[src/rtl/mtc_pkg.sv]
// Shared types and constants for the map tile cache lookup block.
// Used by mtc_lookup and map_tile_fifo_cache_lookup_core; depends on nothing.
package mtc_pkg;

    typedef enum logic [1:0] {
        ST_IDLE,
        ST_START,
        ST_SCAN,
        ST_UPDATE
    } lookup_state_t;

    // Corner visiting order.
    localparam logic [1:0] CORNER_MIN         = 2'd0;
    localparam logic [1:0] CORNER_MAX         = 2'd1;
    localparam logic [1:0] CORNER_MIN_X_MAX_Y = 2'd2;
    localparam logic [1:0] CORNER_MAX_X_MIN_Y = 2'd3;

    // One corner's lookup outcome, handed from the lookup engine to the output stage.
    typedef struct packed {
        logic [1:0]  corner;
        logic        hit;
        logic [2:0]  slot;
        logic [31:0] origin_x;
        logic [31:0] origin_y;
        logic [7:0]  mask;
        logic        last;
    } corner_result_t;

endpackage

[src/rtl/mtc_tag_ram.sv]
// Tag store of the tile cache: one write port, one read port, registered read data.
// Standalone; no package dependencies.
module mtc_tag_ram #(
    parameter int DEPTH = 8,
    parameter int AW    = 3,
    parameter int DW    = 64
) (
    input  logic          clk,
    input  logic          wr_en,
    input  logic [AW-1:0] wr_addr,
    input  logic [DW-1:0] wr_data,
    input  logic          rd_en,
    input  logic [AW-1:0] rd_addr,
    output logic [DW-1:0] rd_data
);

    logic [DW-1:0] mem [DEPTH];

    always_ff @(posedge clk)
    begin
        if (wr_en)
        begin
            mem[wr_addr] <= wr_data;
        end
    end

    always_ff @(posedge clk)
    begin
        if (rd_en)
        begin
            rd_data <= mem[rd_addr];
        end
    end

endmodule

[src/rtl/mtc_lookup.sv]
// Lookup engine: captures a view rectangle, scans the tag store once per corner,
// and keeps the valid, in-view and FIFO ring state. Uses mtc_pkg and mtc_tag_ram.
module mtc_lookup #(
    parameter int CACHE_ENTRIES = 8,
    parameter int TILE_BITS     = 12
) (
    input  logic                    clk,
    input  logic                    rst_n,
    input  logic                    in_valid,
    output logic                    in_stall,
    input  logic signed [31:0]      view_min_x,
    input  logic signed [31:0]      view_min_y,
    input  logic signed [31:0]      view_max_x,
    input  logic signed [31:0]      view_max_y,
    output logic                    res_valid,
    input  logic                    res_ready,
    output mtc_pkg::corner_result_t res
);

    localparam int SLOT_W = (CACHE_ENTRIES > 1) ? $clog2(CACHE_ENTRIES) : 1;
    localparam int CNT_W  = $clog2(CACHE_ENTRIES + 1);
    localparam int SUM_W  = CNT_W + 1;
    localparam logic [SLOT_W-1:0] LAST_SLOT  = SLOT_W'(CACHE_ENTRIES - 1);
    localparam logic [CNT_W-1:0]  FULL_COUNT = CNT_W'(CACHE_ENTRIES);
    localparam logic [SUM_W-1:0]  RING_SIZE  = SUM_W'(CACHE_ENTRIES);
    localparam logic [31:0]       TILE_CLEAR = ~((32'h1 << TILE_BITS) - 32'h1);

    mtc_pkg::lookup_state_t state_reg, state_next;

    logic [1:0]               corner_reg, corner_next;
    logic [31:0]              mnx_reg, mny_reg, mxx_reg, mxy_reg;
    logic [CACHE_ENTRIES-1:0] valid_reg, valid_next;
    logic [CACHE_ENTRIES-1:0] in_view_reg, in_view_next;
    logic [SLOT_W-1:0]        oldest_reg, oldest_next;
    logic [CNT_W-1:0]         filled_reg, filled_next;
    logic [SLOT_W-1:0]        pend_idx_reg, pend_idx_next;
    logic                     hit_reg, hit_next;
    logic [SLOT_W-1:0]        hit_slot_reg, hit_slot_next;

    logic [31:0]       corner_x, corner_y, origin_x, origin_y;
    logic              ram_wr_en, ram_rd_en;
    logic [SLOT_W-1:0] ram_wr_addr, ram_rd_addr;
    logic [63:0]       ram_rd_data;
    logic              tag_match;
    logic              full;
    logic [SUM_W-1:0]  append_sum;
    logic [SLOT_W-1:0] append_slot, miss_slot, used_slot;
    logic [SLOT_W+2:0] slot_wide;
    logic [CACHE_ENTRIES+7:0] mask_wide;

    mtc_tag_ram #(
        .DEPTH (CACHE_ENTRIES),
        .AW    (SLOT_W),
        .DW    (64)
    ) u_tag_ram (
        .clk     (clk),
        .wr_en   (ram_wr_en),
        .wr_addr (ram_wr_addr),
        .wr_data ({origin_x, origin_y}),
        .rd_en   (ram_rd_en),
        .rd_addr (ram_rd_addr),
        .rd_data (ram_rd_data)
    );

    always_comb
    begin
        case (corner_reg)
            mtc_pkg::CORNER_MIN:
            begin
                corner_x = mnx_reg;
                corner_y = mny_reg;
            end
            mtc_pkg::CORNER_MAX:
            begin
                corner_x = mxx_reg;
                corner_y = mxy_reg;
            end
            mtc_pkg::CORNER_MIN_X_MAX_Y:
            begin
                corner_x = mnx_reg;
                corner_y = mxy_reg;
            end
            default:
            begin
                corner_x = mxx_reg;
                corner_y = mny_reg;
            end
        endcase
    end

    assign origin_x  = corner_x & TILE_CLEAR;
    assign origin_y  = corner_y & TILE_CLEAR;
    assign tag_match = valid_reg[pend_idx_reg] && (ram_rd_data == {origin_x, origin_y});

    // Free slot position in the ring; the sum stays below twice the ring size.
    assign full       = (filled_reg == FULL_COUNT);
    assign append_sum = SUM_W'(oldest_reg) + SUM_W'(filled_reg);
    always_comb
    begin
        if (append_sum >= RING_SIZE)
        begin
            append_slot = SLOT_W'(append_sum - RING_SIZE);
        end
        else
        begin
            append_slot = append_sum[SLOT_W-1:0];
        end
    end
    assign miss_slot = full ? oldest_reg : append_slot;
    assign used_slot = hit_reg ? hit_slot_reg : miss_slot;

    always_comb
    begin
        state_next    = state_reg;
        corner_next   = corner_reg;
        valid_next    = valid_reg;
        in_view_next  = in_view_reg;
        oldest_next   = oldest_reg;
        filled_next   = filled_reg;
        pend_idx_next = pend_idx_reg;
        hit_next      = hit_reg;
        hit_slot_next = hit_slot_reg;
        ram_wr_en     = 1'b0;
        ram_wr_addr   = miss_slot;
        ram_rd_en     = 1'b0;
        ram_rd_addr   = '0;
        in_stall      = 1'b1;
        res_valid     = 1'b0;

        case (state_reg)
            mtc_pkg::ST_IDLE:
            begin
                in_stall = 1'b0;
                if (in_valid)
                begin
                    in_view_next = '0;
                    corner_next  = mtc_pkg::CORNER_MIN;
                    state_next   = mtc_pkg::ST_START;
                end
            end
            mtc_pkg::ST_START:
            begin
                ram_rd_en     = 1'b1;
                ram_rd_addr   = '0;
                pend_idx_next = '0;
                state_next    = mtc_pkg::ST_SCAN;
            end
            mtc_pkg::ST_SCAN:
            begin
                // Read data now belongs to pend_idx_reg; fetch the next entry meanwhile.
                if (tag_match)
                begin
                    hit_next      = 1'b1;
                    hit_slot_next = pend_idx_reg;
                    state_next    = mtc_pkg::ST_UPDATE;
                end
                else if (pend_idx_reg == LAST_SLOT)
                begin
                    hit_next   = 1'b0;
                    state_next = mtc_pkg::ST_UPDATE;
                end
                else
                begin
                    ram_rd_en     = 1'b1;
                    ram_rd_addr   = pend_idx_reg + SLOT_W'(1);
                    pend_idx_next = pend_idx_reg + SLOT_W'(1);
                end
            end
            mtc_pkg::ST_UPDATE:
            begin
                res_valid = 1'b1;
                in_view_next[used_slot] = 1'b1;
                if (!hit_reg)
                begin
                    valid_next[miss_slot] = 1'b1;
                end
                if (res_ready)
                begin
                    if (!hit_reg)
                    begin
                        ram_wr_en = 1'b1;
                        if (full)
                        begin
                            oldest_next = (oldest_reg == LAST_SLOT) ? '0
                                                                    : oldest_reg + SLOT_W'(1);
                        end
                        else
                        begin
                            filled_next = filled_reg + CNT_W'(1);
                        end
                    end
                    if (corner_reg == mtc_pkg::CORNER_MAX_X_MIN_Y)
                    begin
                        state_next = mtc_pkg::ST_IDLE;
                    end
                    else
                    begin
                        corner_next = corner_reg + 2'd1;
                        state_next  = mtc_pkg::ST_START;
                    end
                end
                else
                begin
                    in_view_next = in_view_reg;
                    valid_next   = valid_reg;
                end
            end
            default:
            begin
                state_next = mtc_pkg::ST_IDLE;
            end
        endcase
    end

    assign slot_wide = {3'b000, used_slot};
    assign mask_wide = {8'h00, in_view_next};

    always_comb
    begin
        res.corner   = corner_reg;
        res.hit      = hit_reg;
        res.slot     = slot_wide[2:0];
        res.origin_x = origin_x;
        res.origin_y = origin_y;
        res.last     = (corner_reg == mtc_pkg::CORNER_MAX_X_MIN_Y);
        res.mask     = res.last ? mask_wide[7:0] : 8'h00;
    end

    always_ff @(posedge clk or negedge rst_n)
    begin
        if (!rst_n)
        begin
            state_reg    <= mtc_pkg::ST_IDLE;
            corner_reg   <= '0;
            valid_reg    <= '0;
            in_view_reg  <= '0;
            oldest_reg   <= '0;
            filled_reg   <= '0;
            pend_idx_reg <= '0;
            hit_reg      <= 1'b0;
            hit_slot_reg <= '0;
        end
        else
        begin
            state_reg    <= state_next;
            corner_reg   <= corner_next;
            valid_reg    <= valid_next;
            in_view_reg  <= in_view_next;
            oldest_reg   <= oldest_next;
            filled_reg   <= filled_next;
            pend_idx_reg <= pend_idx_next;
            hit_reg      <= hit_next;
            hit_slot_reg <= hit_slot_next;
        end
    end

    always_ff @(posedge clk)
    begin
        if (state_reg == mtc_pkg::ST_IDLE && in_valid)
        begin
            mnx_reg <= view_min_x;
            mny_reg <= view_min_y;
            mxx_reg <= view_max_x;
            mxy_reg <= view_max_y;
        end
    end

endmodule

[src/rtl/map_tile_fifo_cache_lookup_core.sv]
// Top level of the map tile cache lookup: output register and load request fields.
// Uses mtc_pkg and mtc_lookup (which holds the tag store mtc_tag_ram).
//
// Each accepted view rectangle gives four result beats, one per corner in the order
// min, max, (min x, max y), (max x, min y). Corners are looked up in a fully
// associative store of CACHE_ENTRIES tile origins held in a single-port-read memory,
// scanned one entry per cycle until the first hit. A miss evicts the oldest entry when
// the store is full. The input stalls while an item is in work; a new rectangle is
// taken as soon as the fourth beat sits in the output register. No clearing pass is
// needed after reset.
module map_tile_fifo_cache_lookup_core #(
    parameter int CACHE_ENTRIES = 8,
    parameter int TILE_BITS     = 12,
    parameter int FOLDER_BITS   = 4
) (
    input  logic               clk,
    input  logic               rst_n,
    input  logic               in_valid,
    output logic               in_stall,
    input  logic signed [31:0] view_min_x,
    input  logic signed [31:0] view_min_y,
    input  logic signed [31:0] view_max_x,
    input  logic signed [31:0] view_max_y,
    output logic               out_valid,
    input  logic               out_stall,
    output logic [1:0]         corner_number,
    output logic               was_hit,
    output logic [2:0]         slot_used,
    output logic signed [31:0] tile_origin_x,
    output logic signed [31:0] tile_origin_y,
    output logic signed [15:0] folder_x,
    output logic signed [15:0] folder_y,
    output logic [3:0]         tile_in_folder_x,
    output logic [3:0]         tile_in_folder_y,
    output logic [7:0]         in_view_mask,
    output logic               is_last
);

    localparam int          FOLDER_SHIFT = TILE_BITS + FOLDER_BITS;
    localparam logic [31:0] FOLDER_MASK  = (32'h1 << FOLDER_BITS) - 32'h1;

    mtc_pkg::corner_result_t res;
    logic res_valid, res_ready, load;

    logic        out_valid_reg;
    logic [1:0]  corner_reg;
    logic        hit_reg, last_reg;
    logic [2:0]  slot_reg;
    logic [31:0] origin_x_reg, origin_y_reg;
    logic [15:0] folder_x_reg, folder_y_reg;
    logic [3:0]  tif_x_reg, tif_y_reg;
    logic [7:0]  mask_reg;

    logic signed [31:0] fold_x_full, fold_y_full, tile_x_full, tile_y_full;
    logic [31:0]        tif_x_full, tif_y_full;

    mtc_lookup #(
        .CACHE_ENTRIES (CACHE_ENTRIES),
        .TILE_BITS     (TILE_BITS)
    ) u_lookup (
        .clk        (clk),
        .rst_n      (rst_n),
        .in_valid   (in_valid),
        .in_stall   (in_stall),
        .view_min_x (view_min_x),
        .view_min_y (view_min_y),
        .view_max_x (view_max_x),
        .view_max_y (view_max_y),
        .res_valid  (res_valid),
        .res_ready  (res_ready),
        .res        (res)
    );

    assign res_ready = !out_valid_reg || !out_stall;
    assign load      = res_valid && res_ready;

    // Arithmetic shifts of 32 or more leave the sign fill, as required.
    assign fold_x_full = $signed(res.origin_x) >>> FOLDER_SHIFT;
    assign fold_y_full = $signed(res.origin_y) >>> FOLDER_SHIFT;
    assign tile_x_full = $signed(res.origin_x) >>> TILE_BITS;
    assign tile_y_full = $signed(res.origin_y) >>> TILE_BITS;
    assign tif_x_full  = tile_x_full & FOLDER_MASK;
    assign tif_y_full  = tile_y_full & FOLDER_MASK;

    always_ff @(posedge clk or negedge rst_n)
    begin
        if (!rst_n)
        begin
            out_valid_reg <= 1'b0;
        end
        else if (load)
        begin
            out_valid_reg <= 1'b1;
        end
        else if (!out_stall)
        begin
            out_valid_reg <= 1'b0;
        end
    end

    always_ff @(posedge clk)
    begin
        if (load)
        begin
            corner_reg   <= res.corner;
            hit_reg      <= res.hit;
            slot_reg     <= res.slot;
            origin_x_reg <= res.origin_x;
            origin_y_reg <= res.origin_y;
            mask_reg     <= res.mask;
            last_reg     <= res.last;
            // A hit issues no load request, so its request fields read as zero.
            folder_x_reg <= res.hit ? 16'h0000 : fold_x_full[15:0];
            folder_y_reg <= res.hit ? 16'h0000 : fold_y_full[15:0];
            tif_x_reg    <= res.hit ? 4'h0 : tif_x_full[3:0];
            tif_y_reg    <= res.hit ? 4'h0 : tif_y_full[3:0];
        end
    end

    assign out_valid        = out_valid_reg;
    assign corner_number    = corner_reg;
    assign was_hit          = hit_reg;
    assign slot_used        = slot_reg;
    assign tile_origin_x    = origin_x_reg;
    assign tile_origin_y    = origin_y_reg;
    assign folder_x         = folder_x_reg;
    assign folder_y         = folder_y_reg;
    assign tile_in_folder_x = tif_x_reg;
    assign tile_in_folder_y = tif_y_reg;
    assign in_view_mask     = mask_reg;
    assign is_last          = last_reg;

endmodule

[config.mk]
export PLATFORM = sky130hd
export DESIGN_NAME = map_tile_fifo_cache_lookup_core
export DESIGN_NICKNAME = d
export VERILOG_FILES = /design/src/rtl/mtc_pkg.sv /design/src/rtl/mtc_tag_ram.sv /design/src/rtl/mtc_lookup.sv /design/src/rtl/map_tile_fifo_cache_lookup_core.sv
export SDC_FILE = /design/constraint.sdc
export NUM_CORES = 1
export LEC_CHECK = 0
export ABC_CLOCK_PERIOD_IN_PS = 18600
export BUFFER_PORTS_ARGS = -buffer_cell sky130_fd_sc_hd__buf_2
export CELL_PAD_IN_SITES_DETAIL_PLACEMENT = 2
export CELL_PAD_IN_SITES_GLOBAL_PLACEMENT = 2
export CORE_MARGIN = 2
export CORE_UTILIZATION = 45
export DETAILED_ROUTE_END_ITERATION = 12
export MAX_ROUTING_LAYER = met4
export PLACE_DENSITY = 0.94
export SYNTH_ARGS = -nofsm -noshare
export SYNTH_HDL_FRONTEND = slang
export SYNTH_SLANG_ARGS = --single-unit
[constraint.sdc]
create_clock -name clk -period 18.6 [get_ports clk]
set_input_delay 3.72 -clock clk [delete_from_list [all_inputs] [get_ports clk]]
set_output_delay 3.72 -clock clk [all_outputs]
set_load 0.03 [all_outputs]
==> metrics <==
Mapped Cells 1,453; RSZ-0062 raised after global routing false; Peak Freq 151.8 MHz; Design Area, Final 26,120 sq um; EDFF count, synth 535; Num CTS Buffers 57; Worst Path Max Fanout 50; die area 52,160 sq um; Async SR Flop Fraction 6.140%; fin crit share 35.42%; largest net degree at the start of global routing 81; Clock Pin Slew Worst Setup and Hold Paths 0.07 ns; setup TNS 0 ns; Seq cells post-synth 570; r2r endpoint u_lookup.u_tag_ram.rd_data[50]$_DFFE_PP_; setup slack, reg-to-reg 12.01 ns; Largest register FFs 320; top-count cell post-synth edfxtp_1; Crit path max-delay family buffers and inverters; final number of setup-violating endpoints 0; 1st-pass router iterations 6; Buf+Inv Stages, Crit Path 4; status completed; slowest stage delay, CP 0.86 ns; I/O pins 253; die width 228.4 um; Peak supply drop 0.1099 mV; Final WS setup 12.01 ns; worst-margin pin slew 1.307 ns; Worst EP required 18.88 ns; vias per cell 6.798; CTS tree built; critical-path cell list inv_1 > ha_1 > buf_4 > mux2i_1 > xnor2_1 > a2111oi_0 > nand4_1 > nor4_4 > buf_4 > nor2b_1 > o21a_2 > buf_4; Routed WL 96.48 mm; Final ANT Viol Nets 0; Post-CTS Setup Inserts 0; max-cap violations 0; Leak 9.377 nW; Routability Congestion 0.8566; via count 16.09k; first-pass GRT wire length 136.8 mm; Slew Viols, Final 0; Hold-fix buffers, CTS 0; area share of the largest cell type after synthesis 70.91%; clk_skew 0.03960 ns; Post-route DRC 0; Core Area 49,970 sq um; Mapped Avg Cell Area 15.59 sq um; Worst Hold Class reg -> reg; largest area contributor in the netlist edfxtp_1; crit end category flop; Die Ht 228.4 um; initial antenna violation count 3; Hold Path Sink u_lookup.valid_reg[0]$_DFFE_PN0P_; Post-synth top flop edfxtp_1; Ys Warns 0; root buf cell clkbuf_16; nets@finish 1,791; Biggest register u_lookup.u_tag_ram.mem; fin crit period 6.587 ns; later-pin clock latency in the skew report 0.65 ns; CTS resizes 0; final hold violation count 0; gr ovfl total 0; slew margin rel. 12.84%; DR iter-0 viols 2,105; CTS Buffer Depth 3; Netlist Area Pre-Place 22,660 sq um; area post-placement 24,290 sq um; clk sink count 570; Critical-path top delay cell mux2i_1; num rows 82; WHS Path Cells 1; reg2reg path depth 12; post-synthesis sequential area ratio 74.77%; initial core utilization 45.34%; top post-synthesis cells by area edfxtp_1, dfrtp_1, a221o_1, a21oi_1, a221oi_1; reg2reg start u_lookup.corner_reg[0]$_DFFE_PN0P_; port bufs 180; post-synthesis to final-layout area growth 15.30%; largest registers u_lookup.u_tag_ram.mem x320, u_lookup.u_tag_ram.rd_data x40; Global Route Usage Sum 37.89%; crit path DAT 6.87 ns; critical path startpoint category flop; H-tree Lvls 2; crit path kind reg -> reg; vias in the first global route 16.95k; DP HPWL 54.24 mm; hold_sp u_lookup.valid_reg[0]$_DFFE_PN0P_; DP Worst Slack 12.56 ns; layout cells sized above 1 20.44%; critical path's most frequent cell buf_4; Pwr Density 189.0 nW/um^2; post-synth cell types 63; most frequent cells after synthesis edfxtp_1, nor2_1, a21oi_1; drt wl/cell 40.76 um
==> worst max-delay path by stage <==
stage	from	endpoint	slack, ns	depth (start not counted)
after detailed placement	out_stall	u_lookup.u_tag_ram.mem[1][12]$_DFFE_PP_	12.56	7
after CTS	u_lookup.corner_reg[0]$_DFFE_PN0P_	u_lookup.u_tag_ram.rd_data[24]$_DFFE_PP_	12.44	12
after floorplan	out_stall	u_lookup.valid_reg[2]$_DFFE_PN0P_	9.88	6
final	u_lookup.corner_reg[0]$_DFFE_PN0P_	u_lookup.u_tag_ram.rd_data[50]$_DFFE_PP_	12.01	12
after global routing	u_lookup.corner_reg[0]$_DFFE_PN0P_	u_lookup.u_tag_ram.rd_data[62]$_DFFE_PP_	12.11	12
after global placement	out_stall	u_lookup.u_tag_ram.mem[3][11]$_DFFE_PP_	12.82	7
==> metal layers <==
layer	vias to the layer above	part of all wire (%)	global-route usage, %	wire length [um]
met5	-	0	-	0
met4	0	4.9	16.61	4702
met3	321	10	8.857	9714
met2	1302	49	60.93	46810
met1	8413	37	45.96	35250
li1	6054	-	-	-
==> kinds of logic after synthesis <==
kind of cell,after synthesis,synth area share (%)
and+or+nand+nor,272,6.174
adders and majority gates,15,0.8615
other,1,0.01655
buffers and inverters,160,3.258
xor gates and xnor gates,26,1.005
AOI/OAI and AO/OA,371,12.07
DFF,570,74.77
muxes,38,1.844
==> placed cells by master (no fill, tap or decap), drive strengths merged, types with 12 or more instances in the layout <==
cell / netlist / routed
a211o: 22 / 22
a21o: 15 / 15
a21oi: 76 / 76
a221o: 39 / 39
a221oi: 39 / 39
a31oi: 42 / 42
a32oi: 37 / 37
and2: 19 / 19
buf: 51 / 215
clkbuf: 55 / 77
clkinv: 0 / 23
conb: 1 / 24
dfrtp: 35 / 35
edfxtp: 535 / 535
ha: 14 / 14
inv: 54 / 55
mux2i: 26 / 26
nand2: 68 / 68
nor2: 80 / 80
nor3: 14 / 14
o21ai: 29 / 29
o21bai: 37 / 37
or2: 12 / 12
or3b: 13 / 13
xnor2: 26 / 26
==> layout make-up <==
type                       count  area [sq um]
clock inverter                31         249.0
sequential                   570         16940
multi-input combinational    746          5144
fill                        4537         23840
antenna                        2         5.005
inverter                      54         205.2
clock buffer                  77          1574
timing repair buffer         215          1164
tap                          672         840.8
==> through the flow <==
stage | utilization (%) | hold WS [ns] | power (W) | cells
6_report | 52.28 | 0.4904 | 0.004936 | 2367
5_1_grt | 52.28 | 0.4804 | 0.005016 | 2367
4_1_cts | 52.27 | 0.4763 | 0.004876 | 2365
3_5_place_dp | 48.62 | 0.4684 | 0.003577 | 2257
3_3_place_gp | 48.62 | 0.4463 | 0.003336 | 2257
2_1_floorplan | - | 0.4337 | 0.002887 | 1476
==> worst register-to-register path: cells and delay by family (launching register included) <==
kind / cells / cell delay [ns]
multiplexers: 1 / 0.91
AO/OA/AOI/OAI: 2 / 1.16
AND/OR/NAND/NOR: 3 / 1.40
buffers and inverters: 4 / 1.60
adder cells (fa/ha/maj): 1 / 0.33
flip-flops: 1 / 0.47
XOR/XNOR: 1 / 0.28
==> power by group <==
group          leakage (nW)  total, W  internal [W]  switching [W]
combinational          3.16   0.00165      0.000376        0.00127
sequential             5.34   0.00210       0.00190       0.000199
clock                 0.885   0.00119      0.000648       0.000544
total                  9.38   0.00494       0.00292        0.00201
(Power assumes the default switching activity.)
